File: src/sv/fixed_point_alu_macros.svh
// assertion helpers for the fixed point alu
`ifndef FIXED_POINT_ALU_MACROS_SVH
`define FIXED_POINT_ALU_MACROS_SVH

// check a property on every rising clock edge outside reset
`define FXA_ASSERT(label, prop, msg) \
    label: assert property (@(posedge clk) disable iff (!rst_n) prop) else $error(msg);

// check an implication on every rising clock edge outside reset
`define FXA_IMPLIES(label, cond, prop, msg) \
    `FXA_ASSERT(label, (cond) |-> (prop), msg)

`endif

File: src/sv/fxa_pkg.sv
// ----------------------------------------------------------------------------
// fxa_pkg
// Types and constants shared by the fixed point alu modules.
// ----------------------------------------------------------------------------
`timescale 1ns / 1ps

package fxa_pkg;

    localparam int DATA_W        = 32;
    localparam int MAX_FRAC_BITS = 16;
    localparam int DEF_FRAC_BITS = 8;
    localparam int DVD_W         = DATA_W + MAX_FRAC_BITS;
    localparam int PROD_W        = 2 * DATA_W;
    localparam int IN_TDATA_W    = 72;
    localparam int OUT_TDATA_W   = 40;

    localparam logic [DATA_W-1:0] MAX_POS = {1'b0, {(DATA_W-1){1'b1}}};
    localparam logic [DATA_W-1:0] MIN_NEG = {1'b1, {(DATA_W-1){1'b0}}};

    typedef enum logic [3:0] {
        OP_ADD   = 4'd0,
        OP_SUB   = 4'd1,
        OP_MUL   = 4'd2,
        OP_DIV   = 4'd3,
        OP_GT    = 4'd4,
        OP_LT    = 4'd5,
        OP_GE    = 4'd6,
        OP_LE    = 4'd7,
        OP_EQ    = 4'd8,
        OP_NE    = 4'd9,
        OP_MIN   = 4'd10,
        OP_MAX   = 4'd11,
        OP_INC   = 4'd12,
        OP_DEC   = 4'd13,
        OP_TOINT = 4'd14
    } op_t;

    // one word in flight through the divider row
    typedef struct packed {
        logic              valid;
        op_t               op;
        logic              neg;
        logic [DATA_W-1:0] res;
        logic              cmp;
        logic              ovf;
        logic              dz;
        logic [PROD_W-1:0] prod;
        logic [DATA_W-1:0] den;
        logic [DATA_W-1:0] rem;
        logic [DVD_W-1:0]  dvd;
        logic [DVD_W-1:0]  quo;
    } pipe_t;

    typedef struct packed {
        logic [DATA_W-1:0] res;
        logic              cmp;
        logic              ovf;
        logic              dz;
    } result_t;

endpackage

File: src/sv/fxa_round.sv
// ----------------------------------------------------------------------------
// fxa_round
// Rounds multiply and divide magnitudes, applies sign and saturates.
// ----------------------------------------------------------------------------
`timescale 1ns / 1ps

module fxa_round
#(
    parameter int FRACTION_BITS = fxa_pkg::DEF_FRAC_BITS
)
(
    input  fxa_pkg::pipe_t   din,
    output fxa_pkg::result_t dout
);

    localparam logic [fxa_pkg::PROD_W-1:0] HALF = fxa_pkg::PROD_W'(1) << (FRACTION_BITS - 1);

    logic [fxa_pkg::PROD_W-1:0] qmag;
    logic                       rbit;
    logic                       rounded_op;

    always_comb
    begin
        rbit       = {din.rem, 1'b0} >= {1'b0, din.den};
        rounded_op = (din.op == fxa_pkg::OP_MUL) || (din.op == fxa_pkg::OP_DIV && !din.dz);
        if (din.op == fxa_pkg::OP_MUL)
        begin
            qmag = (din.prod + HALF) >> FRACTION_BITS;
        end
        else
        begin
            qmag = fxa_pkg::PROD_W'(din.quo) + fxa_pkg::PROD_W'(rbit);
        end

        dout = '{res: din.res, cmp: din.cmp, ovf: din.ovf, dz: din.dz};
        if (rounded_op)
        begin
            if (!din.neg)
            begin
                if (qmag > fxa_pkg::PROD_W'(fxa_pkg::MAX_POS))
                begin
                    dout.res = fxa_pkg::MAX_POS;
                    dout.ovf = 1'b1;
                end
                else
                begin
                    dout.res = qmag[fxa_pkg::DATA_W-1:0];
                end
            end
            else
            begin
                if (qmag > fxa_pkg::PROD_W'(fxa_pkg::MIN_NEG))
                begin
                    dout.res = fxa_pkg::MIN_NEG;
                    dout.ovf = 1'b1;
                end
                else
                begin
                    dout.res = -qmag[fxa_pkg::DATA_W-1:0];
                end
            end
        end
    end

endmodule

File: config.mk
export PLATFORM = sky130hd
export DESIGN_NAME = fxa_round
export DESIGN_NICKNAME = d
export VERILOG_FILES = /design/src/sv/fixed_point_alu_macros.svh /design/src/sv/fxa_pkg.sv /design/src/sv/fxa_round.sv
export SDC_FILE = /design/constraint.sdc
export NUM_CORES = 1
export LEC_CHECK = 0
export ABC_AREA = 1
export BUFFER_PORTS_ARGS = -buffer_cell sky130_fd_sc_hd__buf_2
export CAP_MARGIN = 0
export CORE_MARGIN = 2
export CORE_UTILIZATION = 52
export DETAILED_ROUTE_END_ITERATION = 10
export PLACE_DENSITY = 0.82
export SLEW_MARGIN = 20
export SYNTH_ARGS = -nofsm -noshare
export SYNTH_HDL_FRONTEND = slang
export SYNTH_SLANG_ARGS = --single-unit
File: constraint.sdc
create_clock -name vclk -period 7.2
set_input_delay 1.44 -clock vclk [all_inputs]
set_output_delay 1.44 -clock vclk [all_outputs]
set_load 0.05 [all_outputs]
# Word-level counts from Yosys, hierarchy flattened

Cells that the tools add are included.

Memory bits (writable): 0
Bits of input ports: 265
Register bits: 0
ROM bits: 0
Memories: 0
Bits in latches: 0
Output and inout port bits: 35
Word-level logic and storage cells: 20

Equal/unequal tests: 2
Div/mod/pow operators: 0
Bitwise logic cells: 0
Order comparisons: 3
$mul: 0
Mux-type cells: 9
Reduce and logical (&&, ||, !) cells: 3
Add/sub/neg operators: 3
Shift-type cells: 0

Operators by type and width:

| cell                  | number |
|---|---|
| $mux 32               | 4 |
| $add 64x8->64 const B | 1 |
| $gt 64x31->1 const B  | 1 |
| $gt 64x32->1 const B  | 1 |
| $mux 64               | 1 |
| $add 48x1->49         | 1 |
| $ge 33x32->1          | 1 |
| $neg 32->32           | 1 |
| $eq 4x2->1 const B    | 2 |
| $mux 1                | 4 |
| $logic_and 1x1->1     | 1 |
| $logic_not 1->1       | 1 |
| $logic_or 1x1->1      | 1 |

# Longest topological paths before layout

Depth after elaboration: 7
Depth in mapped cells: 32
Gate-level depth less buffers: 32

# Worst setup path after synthesis

OpenSTA, ideal clock, no wires.

Kind: input to output
Start: in din[159] in the netlist's numbering
End: out dout[29] in the netlist's numbering
Setup slack: 0.414 ns
Arrival: 5.346 ns
Required time: 5.760 ns
Stages: 26
Path through: inv_1 ha_1 inv_1 nor3_1 nor3b_1 and3_1 nand3_1 o2111ai_1 ha_1 ha_1 inv_1 nand2_1 o21ai_1 ha_1 inv_1 nor2_2 nand2_1 nor2_1 nand2_1 nor2_2 nand3_4 nor2_8 a21oi_1 nor2_2 nand3_1 a21oi_1

RTL lines:

| element            | line            | text |
|---|---|---|
| start: declaration | fxa_round.sv:12 | `input fxa_pkg::pipe_t din,` |
| end: declaration   | fxa_round.sv:13 | `output fxa_pkg::result_t dout` |

==> summary.md <==
| Metric | Value |
|---|---|
| Post-Syn Area per Cell | `4.74 um2` |
| Die W | `125 um` |
| Top fanout value on the critical path | `6` |
| Port Buf Inserts | `242` |
| CP arrival | `5.66 ns` |
| Outcome | `complete, no violations` |
| Mapped Cells | `1,608` |
| All-Layer GR Usage | `36.7%` |
| Fillers | `1,431` |
| Final setup violation count | `0` |
| Worst-Margin Slew | `0.708 ns` |
| Worst Setup End Kind | `output pin` |
| GR Overflow Total | `0` |
| First-pass GRT wire length | `47,700 um` |
| Fraction of layout cells with a size suffix above 1 | `24.2%` |
| Power density over cell area | `48.7 nW/um2` |
| Max cap viols | `0` |
| Slew headroom | `52.8%` |
| Sequential Area | `0 um2` |
| Post-DP HPWL | `26,200 um` |
| Post-Layout Cell Count | `2,061` |
| Routed met1 length | `13,100 um` |
| Core footprint | `14,400 um2` |
| Drt pass-1 iters | `5` |
| Startpoint types | `input pin` |
| WS Path Type | `in2out` |
| Largest net degree at the start of global routing | `41` |
| Initial DRC Count | `1,052` |
| Area after DPL | `9180 um2` |
| Gpl congestion | `1.02` |
| Final wirelength | `32,400 um` |
| Worst path most repeated cell | `nand2_2` |
| Number of remaining DRC errors | `0` |
| Post-CTS Hold Buffers | `0` |
| WP data required | `5.76 ns` |
| Via count | `11,400` |
| Final core utilization | `68.5%` |
| Hold crit path type | `in2out` |
| Die area | `15,600 um2` |
| Layout clock buffers | `0` |
| RSZ-0062 raised after global routing | `yes` |
| Seq cells | `0` |
| I/O pin count | `300` |
| CP peak stage delay | `0.28 ns` |
| Dominant cell type by area after synthesis | `nand2_1` |
| WL per Instance | `15.7 um` |
| Vias in the first global route | `9,871` |
| Nets | `2,177` |
| Max Fclk | `141 MHz` |
| Post-Syn Nets | `1,909` |
| Initial antenna violation count | `2` |
| Placed Cells incl. Taps | `2,038` |
| Distinct cells, synth | `47` |
| Met2 wire len | `14,900 um` |
| Slew Viols, Final | `0` |
| Post-route ant nets | `0` |
| Slowest-stage cell, CP | `ha_2` |
| Tmin final | `7.10 ns` |
| Yosys top cell area share | `31.4%` |
| Top post-synthesis cells by count | `637 x nand2_1, 252 x nor2_1, 209 x inv_1, 158 x nand3_1, 51 x nand4_1` |
| Final hold violation count | `0` |
| Footprint of the multi-input gates | `6950 um2` |
| Die Height | `125 um` |
| Vias per std cell | `5.54` |
| Post-synthesis sequential area ratio | `0%` |
| Count leader, synth | `nand2_1` |
| Row cnt | `44` |
| Uppermost layer routed | `met4` |
| Synth area leaders | `nand2_1 31%, nor2_1 12%, nand3_1 10%` |
| Initial Util | `52.8%` |
| Maximum vdd drop | `0.0369 mV` |
| P_leak | `0.00524 uW` |
| Layout area overhead | `29.7%` |
| Final instance area | `9880 um2` |
| Fin crit share | `98.6%` |
| Cell Area, Synth | `7610 um2` |
| Met3 routed WL | `2800 um` |
| Ys Warns | `0` |
metrics by stage:
stage	hold WS, ns	setup WS, ns	total power (uW)	setup TNS (ns)
after floorplan	3.05	0.414	269	0
after global placement	2.88	-0.0538	423	-0.917
after detailed placement	2.88	-0.172	430	-4.89
after CTS	2.88	0.000164	435	0
after global routing	2.88	-0.120	525	-2.04
final	2.88	0.100	481	0
kinds of logic (layout without fill, tap and decap cells):
kind of cell	after synthesis	count (layout)	share of synthesized area (%)
adder cells (fa/ha/maj)	36	36	5.92
buffers and inverters	246	511	13.2
other	0	3	0
AND/OR/NAND/NOR	1213	1214	70.6
XOR/XNOR	24	24	2.76
AO/OA/AOI/OAI	89	89	7.46
routing by layer:
layer  vias up  track usage [%]
met5         -                0
met4         0             13.2
met3        99             3.29
met2       627             63.3
met1      5093             47.8
li1       5602                -
repair_timing:
| item | in CTS | in global routing |
|---|---|---|
| setup endpoints to repair | 33 | 33 |
| endpoints found under the hold margin | 0 | 0 |
| resized for setup | 12 | 130 |
| buffers inserted | 0 | 15 |
| cloned | 0 | 5 |
| pin swaps | 0 | 40 |
power breakdown:
group / leakage (uW) / total (uW) / switching, uW / internal [uW]
sequential: 0 / 0 / 0 / 0
combinational: 0.00524 / 481 / 310 / 171
clock: 0.0000000190 / 0.0000558 / 0 / 0.0000557
total: 0.00524 / 481 / 310 / 171
critical path: cells and delay by family:
kind / cells / cell delay [ns]
buf+inv: 7 / 0.79
compound gates: 3 / 0.49
fa+ha+maj: 3 / 0.74
simple gates: 19 / 2.16
worst paths after layout:
path | startpoint | to | cells after the start
worst max-delay path | din[158] | dout[1] | 32
worst min-delay path | din[226] | dout[2] | 0
placed cells by master (no fill, tap or decap), drive strengths merged:
master,netlist,routed
a2111oi,1,1
a21o,1,1
and2,4,4
ha,36,36
and3,1,1
a211oi,1,1
o221ai,1,1
inv,213,213
nor3,12,12
a21oi,38,38
nand3b,16,16
o211ai,1,1
nor2,286,286
o21bai,11,11
or2,1,1
o2111ai,2,2
xnor2,6,6
buf,24,288
nand2,672,673
xor2,18,18
o22ai,1,1
nor4,1,1
nor3b,3,3
a32oi,1,1
o21ai,31,31
nand4,51,51
clkinv,1,1
nand3,166,166
diode,0,3
clkbuf,8,9
final cells by class:
cell class,instances,area share (%)
inverters,214,8.16
well taps,184,2.33
diodes,3,0.0760
multi-input cells,1363,70.4
repair buffers,297,19.1
Power figures use the tool's default switching activity.
