<file path="src/sv/fixed_point_alu_macros.svh">
// assertion helpers for the fixed point alu
`ifndef FIXED_POINT_ALU_MACROS_SVH
`define FIXED_POINT_ALU_MACROS_SVH

// check a property on every rising clock edge outside reset
`define FXA_ASSERT(label, prop, msg) \
    label: assert property (@(posedge clk) disable iff (!rst_n) prop) else $error(msg);

// check an implication on every rising clock edge outside reset
`define FXA_IMPLIES(label, cond, prop, msg) \
    `FXA_ASSERT(label, (cond) |-> (prop), msg)

`endif

</file>
<file path="src/sv/fxa_pkg.sv">
// ----------------------------------------------------------------------------
// fxa_pkg
// Types and constants shared by the fixed point alu modules.
// ----------------------------------------------------------------------------
`timescale 1ns / 1ps

package fxa_pkg;

    localparam int DATA_W        = 32;
    localparam int MAX_FRAC_BITS = 16;
    localparam int DEF_FRAC_BITS = 8;
    localparam int DVD_W         = DATA_W + MAX_FRAC_BITS;
    localparam int PROD_W        = 2 * DATA_W;
    localparam int IN_TDATA_W    = 72;
    localparam int OUT_TDATA_W   = 40;

    localparam logic [DATA_W-1:0] MAX_POS = {1'b0, {(DATA_W-1){1'b1}}};
    localparam logic [DATA_W-1:0] MIN_NEG = {1'b1, {(DATA_W-1){1'b0}}};

    typedef enum logic [3:0] {
        OP_ADD   = 4'd0,
        OP_SUB   = 4'd1,
        OP_MUL   = 4'd2,
        OP_DIV   = 4'd3,
        OP_GT    = 4'd4,
        OP_LT    = 4'd5,
        OP_GE    = 4'd6,
        OP_LE    = 4'd7,
        OP_EQ    = 4'd8,
        OP_NE    = 4'd9,
        OP_MIN   = 4'd10,
        OP_MAX   = 4'd11,
        OP_INC   = 4'd12,
        OP_DEC   = 4'd13,
        OP_TOINT = 4'd14
    } op_t;

    // one word in flight through the divider row
    typedef struct packed {
        logic              valid;
        op_t               op;
        logic              neg;
        logic [DATA_W-1:0] res;
        logic              cmp;
        logic              ovf;
        logic              dz;
        logic [PROD_W-1:0] prod;
        logic [DATA_W-1:0] den;
        logic [DATA_W-1:0] rem;
        logic [DVD_W-1:0]  dvd;
        logic [DVD_W-1:0]  quo;
    } pipe_t;

    typedef struct packed {
        logic [DATA_W-1:0] res;
        logic              cmp;
        logic              ovf;
        logic              dz;
    } result_t;

endpackage

</file>
<file path="src/sv/fxa_cell.sv">
// ----------------------------------------------------------------------------
// fxa_cell
// One restoring divide step: produces one quotient bit per word per cycle while adv is high.
// ----------------------------------------------------------------------------
`timescale 1ns / 1ps

module fxa_cell
(
    input  logic          clk,
    input  logic          rst_n,
    input  logic          adv,
    input  fxa_pkg::pipe_t din,
    output fxa_pkg::pipe_t dout
);

    fxa_pkg::pipe_t         stage_reg;
    fxa_pkg::pipe_t         stage_next;
    logic [fxa_pkg::DATA_W:0] shifted;
    logic [fxa_pkg::DATA_W:0] diff;

    always_comb
    begin
        stage_next = din;
        shifted    = {din.rem, din.dvd[fxa_pkg::DVD_W-1]};
        diff       = shifted - {1'b0, din.den};
        if (din.op == fxa_pkg::OP_DIV && !din.dz)
        begin
            stage_next.dvd = {din.dvd[fxa_pkg::DVD_W-2:0], 1'b0};
            if (shifted >= {1'b0, din.den})
            begin
                stage_next.rem = diff[fxa_pkg::DATA_W-1:0];
                stage_next.quo = {din.quo[fxa_pkg::DVD_W-2:0], 1'b1};
            end
            else
            begin
                stage_next.rem = shifted[fxa_pkg::DATA_W-1:0];
                stage_next.quo = {din.quo[fxa_pkg::DVD_W-2:0], 1'b0};
            end
        end
    end

    always_ff @(posedge clk or negedge rst_n)
    begin
        if (!rst_n)
        begin
            stage_reg <= '0;
        end
        else if (adv)
        begin
            stage_reg <= stage_next;
        end
    end

    assign dout = stage_reg;

endmodule

</file>
<file path="config.mk">
export PLATFORM = sky130hd
export DESIGN_NAME = fxa_cell
export DESIGN_NICKNAME = d
export VERILOG_FILES = /design/src/sv/fixed_point_alu_macros.svh /design/src/sv/fxa_pkg.sv /design/src/sv/fxa_cell.sv
export SDC_FILE = /design/constraint.sdc
export NUM_CORES = 1
export LEC_CHECK = 0
export BUFFER_PORTS_ARGS = -buffer_cell sky130_fd_sc_hd__buf_4
export CAP_MARGIN = 20
export CORE_AREA = 2 2 205 207
export CTS_CLUSTER_DIAMETER = 40
export DETAILED_ROUTE_END_ITERATION = 16
export DIE_AREA = 0 0 207 209
export PLACE_DENSITY = 0.59
export SLEW_MARGIN = 0
export SYNTH_ARGS = -nofsm -noshare
export SYNTH_HDL_FRONTEND = slang
export SYNTH_SLANG_ARGS = --single-unit
</file>
<file path="constraint.sdc">
create_clock -name clk -period 1.3 [get_ports clk]
set_clock_uncertainty 0.1 [all_clocks]
set_input_delay 0.195 -clock clk [delete_from_list [all_inputs] [get_ports clk]]
set_output_delay 0.195 -clock clk [all_outputs]
set_load 0.02 [all_outputs]
</file>
Yosys cells after proc, flatten, opt, wreduce, memory -nomap -nowiden. Index checks and enable logic that the tools add are counted.

Add/sub/neg operators: 1. Magnitude comparators: 1. Reductions and logical operators: 2. Eq/ne operators: 1. Mux-type cells: 3.

Operators by type and width (number): 128-bit two-way mux (1); 33-bit by 32-bit >= comparator with 1-bit output (1); 32-bit two-way mux (1); 32-bit subtractor (1); 4-bit by 2-bit == test with 1-bit output (second input constant) (1); 1-bit logical AND (1); 1-bit zero test (1); 1-bit two-way mux (1).

Output and inout port bits: 265. Register bits: 265. Logic and storage cells: 20. Input port bits: 268.

Logic depth before layout (Yosys ltp).
Depth after elaboration: 3. Mapped depth: 13. Depth with buffers taken out: 12.

Worst setup path before layout. No wires, ideal clock.

Path type: input port to flip-flop. From: input port din[95] (netlist bit). To: register stage_reg (netlist bit dout[124]). Library setup time: 126 ps. Data required time: 1074 ps. Stages: 12. Setup slack: -1098 ps. Buffers on the path: 0. Arrival: 2171 ps. Cells stage by stage: inv_1 -> ha_1 -> inv_1 -> fa_1 -> a21oi_2 -> o211ai_1 -> a21oi_2 -> o31ai_2 -> a21oi_1 -> or4_1 -> a31oi_1 -> a311o_1.

Cells in the longest elaborated chain, start to end: 3. Elaborated cells on any way between the ends: 4. Those cells by class: add/sub: 1; order compare: 1; mux: 2.

RTL lines: from (decl) (line fxa_cell.sv:12) `input fxa_pkg::pipe_t din,`; 32-bit subtractor / 33-bit by 32-bit >= comparator with 1-bit output (equally long branches) (line fxa_cell.sv:25, fxa_cell.sv:29); 32-bit two-way mux (*) (line fxa_cell.sv:29) `if (shifted >= {1'b0, din.den})`; 128-bit two-way mux (*) (line fxa_cell.sv:26) `if (din.op == fxa_pkg::OP_DIV && !din.dz)`; to (signal assigned) (line fxa_cell.sv:50) `stage_reg <= stage_next;`; to (decl) (line fxa_cell.sv:16) `fxa_pkg::pipe_t stage_reg;`.

Every way passes the cells marked *; elsewhere a longest branch is shown, timed or not. A chain may end at the register's enable or synchronous reset.

Final worst setup path.
From: input port din[95] (netlist bit). To: register stage_reg (netlist bit dout[114]).

The elaborated chain is that of the path after synthesis.

==> impl_metrics.csv <==
group,metric,value,unit
yosys,synth_edf_count,0,
detailed_routing,drt-initial-drc-count,1266,
clock_tree,h-tree-depth,2,
sta,drv_slew,0,
place,place_ws,-1.287,ns
detailed_routing,drc,0,
sta,slew_headroom,66.08,%
setup_path,crit_arrival,2.29,ns
yosys,syn_area,13170,um2
yosys,ys_seq_area_share,50.34,%
yosys,avgSynthCellArea,9.875,um2
floorplan,chipHeight,209,um
layout,drive_gt1_share,50.52,%
setup_path,slowest_stage,"fa_2",
floorplan,die_x,207,um
power_and_ir_drop,swShare,29.50,%
clock_tree,cts_tree,"yes",
setup_path,endpoint_kind,"register",
place,hpwl,38620,um
setup_path,crit_path_frequent_cell,"a21oi_4",
setup_path,crit_fanout,5,
layout,area_delta_synth_final,104.8,%
sta,fin_ws,-0.6452,ns
detailed_routing,wl_per_cell,19.58,um
setup_path,path_cells,"buf_12 > inv_12 > ha_4 > inv_2 > fa_2 > a21oi_4 > o211ai_1 > a21oi_4 > o31ai_2 > a21oi_1 > xnor2_1 > a21oi_2 > o221a_1",
grt,grt_max_degree,82,
power_and_ir_drop,p_int,23.31,mW
clock_tree,root_buffer,"clkbuf_16",
yosys,ys_types,63,
sta,hold_ws,0.01210,ns
power_and_ir_drop,ir_worst_vdd,0.9954,mV
setup_path,criticalPathCategory,"in2reg",
hold_path,hold_path.class,"in2async",
yosys,yosys_warnings,0,
layout,diodes,0,
floorplan,initial_utilization,31.90,%
sta,setup_tns,-46.17,ns
layout,fin_cells,3017,
clock_tree,cts_made_buffers,49,
detailed_routing,num_vias,14760,
yosys,ys_seq_elements,265,
grt,first_global_vias,15610,
sta,worst_slew_pin_slew,0.5034,ns
place,gp_congestion,0.8819,
power_and_ir_drop,p_clk_share,42.0,%
layout,ff_latch_area,6633,um2
clock_tree,clkTransAtPathRegs,0.06,ns
layout,largest_reg_flops,265,
setup_path,startpoint_type,"primary input",
sta,hold_viol_final,0,
power_and_ir_drop,total_leakage_power,12.48,nW
setup_path,worst-path-buf-inv,3,
sta,period_share,149.6,%
grt,antenna_found_initial,0,
setup_path,cp_top_family,"compound AO/OA/AOI/OAI gates",
detailed_routing,ant_nets,0,
power_and_ir_drop,power.density,1225,nW/um2
clock_tree,clk_latency,0.56,ns
sta,min_period,1.945,ns
sta,rsz0062_at_grt,"true",
floorplan,design.die.area,43260,um2
grt,grt_pass1_wl,87670,um
clock_tree,numClockSinks,265,
layout,fin_area,26980,um2
grt,grtUsageTotal,25.69,%
setup_path,required,1.64,ns
grt,overflow,0,
setup_path,cp_slowest_stage_delay,0.36,ns
power_and_ir_drop,seqPwrFrac,29.5,%
job,cap_viol_max_count,0,
floorplan,row_count,75,
layout,multi_input_area,6850,um2
floorplan,io_pins,533,
yosys,synth_fp_nets,1635,
power_and_ir_drop,switchingPower,9.755,mW
yosys,async_reset_ff_share,100.0,%
power_and_ir_drop,combinationalPowerShare,28.5,%
layout,fillCellCount,3000,
sta,timing.fmax,514.1,MHz
yosys,ys.flop_type,"dfrtp_1",
run_status,outcome,"finished, violations left",
layout,final_nets,2742,
sta,setup_viol,298,
detailed_routing,wl,59080,um
clock_tree,clk_path_buf_depth,3,
floorplan,core,41290,um2
power_and_ir_drop,finalPower,33.06,mW
yosys,netlist_instances,1334,
detailed_routing,viasPerCell,4.893,
place,dp_cells,2513,
place,portBuffers,532,
layout,fin_util,65.34,%
place,placed_cell_area,19690,um2
detailed_routing,dr.pass1.iters,6,
run_status,violations,"setup timing",
==> power groups by stage <==
stage | Sequential (mW) | Combinational, mW | Clock, mW
final | 9.76 | 9.43 | 13.9
after global routing | 9.83 | 9.95 | 14.5
after floorplan | 10.6 | 2.38 | 0
after detailed placement | 9.70 | 6.94 | 0
after CTS | 9.71 | 8.82 | 14.0
after global placement | 9.66 | 6.88 | 0
==> what timing repair did <==
action / in CTS / in global routing
endpoints found under the hold margin: 526 / 0
hold buffers: 265 / 0
buffers inserted: 79 / 68
endpoints found under the setup margin: 298 / 361
cloned: 5 / 2
pin swaps: 26 / 40
resized for setup: 345 / 56
==> final timing paths <==
check | endpoint | startpoint | slack, ns | cells past startpoint
min in group clk | dout[83] | adv | 0.04 | 3
worst min-delay path | dout[156] | rst_n | 0.01 | 2
worst min register to register | dout[108] | dout[108] | 0.43 | 2
max in group asynchronous | dout[173] | rst_n | 0.41 | 3
worst max-delay path | dout[114] | din[95] | -0.65 | 13
worst max register to register | dout[100] | dout[100] | 0.12 | 5
==> cells in the mapped netlist (2+ instances only) <==
library cell	number	area, um2
dfrtp_1	265	6631
nand2_1	248	930.9
mux2_2	138	1554
nor2_1	134	503.0
a31oi_1	109	681.9
clkbuf_1	65	244.0
inv_1	47	176.4
a21oi_1	39	195.2
o21ai_0	38	190.2
ha_1	32	400.4
xnor2_1	23	201.4
nand3_1	21	105.1
o211ai_1	14	105.1
mux2i_1	13	130.1
nor2b_1	12	75.07
o21ai_1	12	60.06
nand4_1	10	62.56
buf_1	9	33.78
nand2b_1	8	50.05
nor3_1	8	40.04
a21oi_2	7	61.31
buf_6	7	78.83
o21bai_1	7	52.55
a21o_1	5	37.54
buf_2	5	25.02
and2_1	4	25.02
o22ai_1	4	25.02
xor2_1	4	35.03
nand3b_1	3	22.52
nor4_1	3	18.77
or4_1	3	22.52
nand4b_1	2	17.52
nor3_2	2	20.02
o221ai_1	2	17.52
o311ai_0	2	17.52
o31ai_1	2	15.01
==> kinds of logic after synthesis <==
family,Yosys count,share of synthesized area [%]
simple gates,467,14.94
flops,265,50.34
compound gates,257,12.56
mux,151,12.78
buf+inv,134,4.388
fa+ha+maj,33,3.191
xor+xnor,27,1.795
==> metal layers <==
metal	track usage [%]	routed length, um	up-vias
met2	44.34	29460	657
li1	-	-	6844
met4	11.90	2754	0
met5	0	0	-
met3	6.613	4104	155
met1	29.90	22770	7106
==> placed cells by master (no fill, tap or decap), types with 12 or more instances in the layout <==
| cell type | n |
|---|---|
| a21oi_1 | 25 |
| nand2_1 | 231 |
| mux2_2 | 138 |
| inv_6 | 12 |
| dlygate4sd3_1 | 263 |
| xnor2_1 | 19 |
| a31oi_1 | 108 |
| buf_6 | 289 |
| o21ai_1 | 20 |
| nand3_1 | 19 |
| dfrtp_1 | 264 |
| buf_12 | 25 |
| clkbuf_16 | 52 |
| o21ai_0 | 21 |
| nor2_1 | 129 |
| nor2b_1 | 12 |
| buf_4 | 553 |
| inv_1 | 23 |
| o211ai_1 | 14 |
| ha_4 | 29 |
==> final cells by class <==
class / count / area share [%]
inverter: 47 / 0.8626
tap: 539 / 2.500
timing repair buffer: 1143 / 40.08
multi-input combinational: 935 / 25.39
clock buffer: 55 / 4.781
sequential: 265 / 24.58
clock inverter: 33 / 1.799
(Power assumes the default switching activity.)
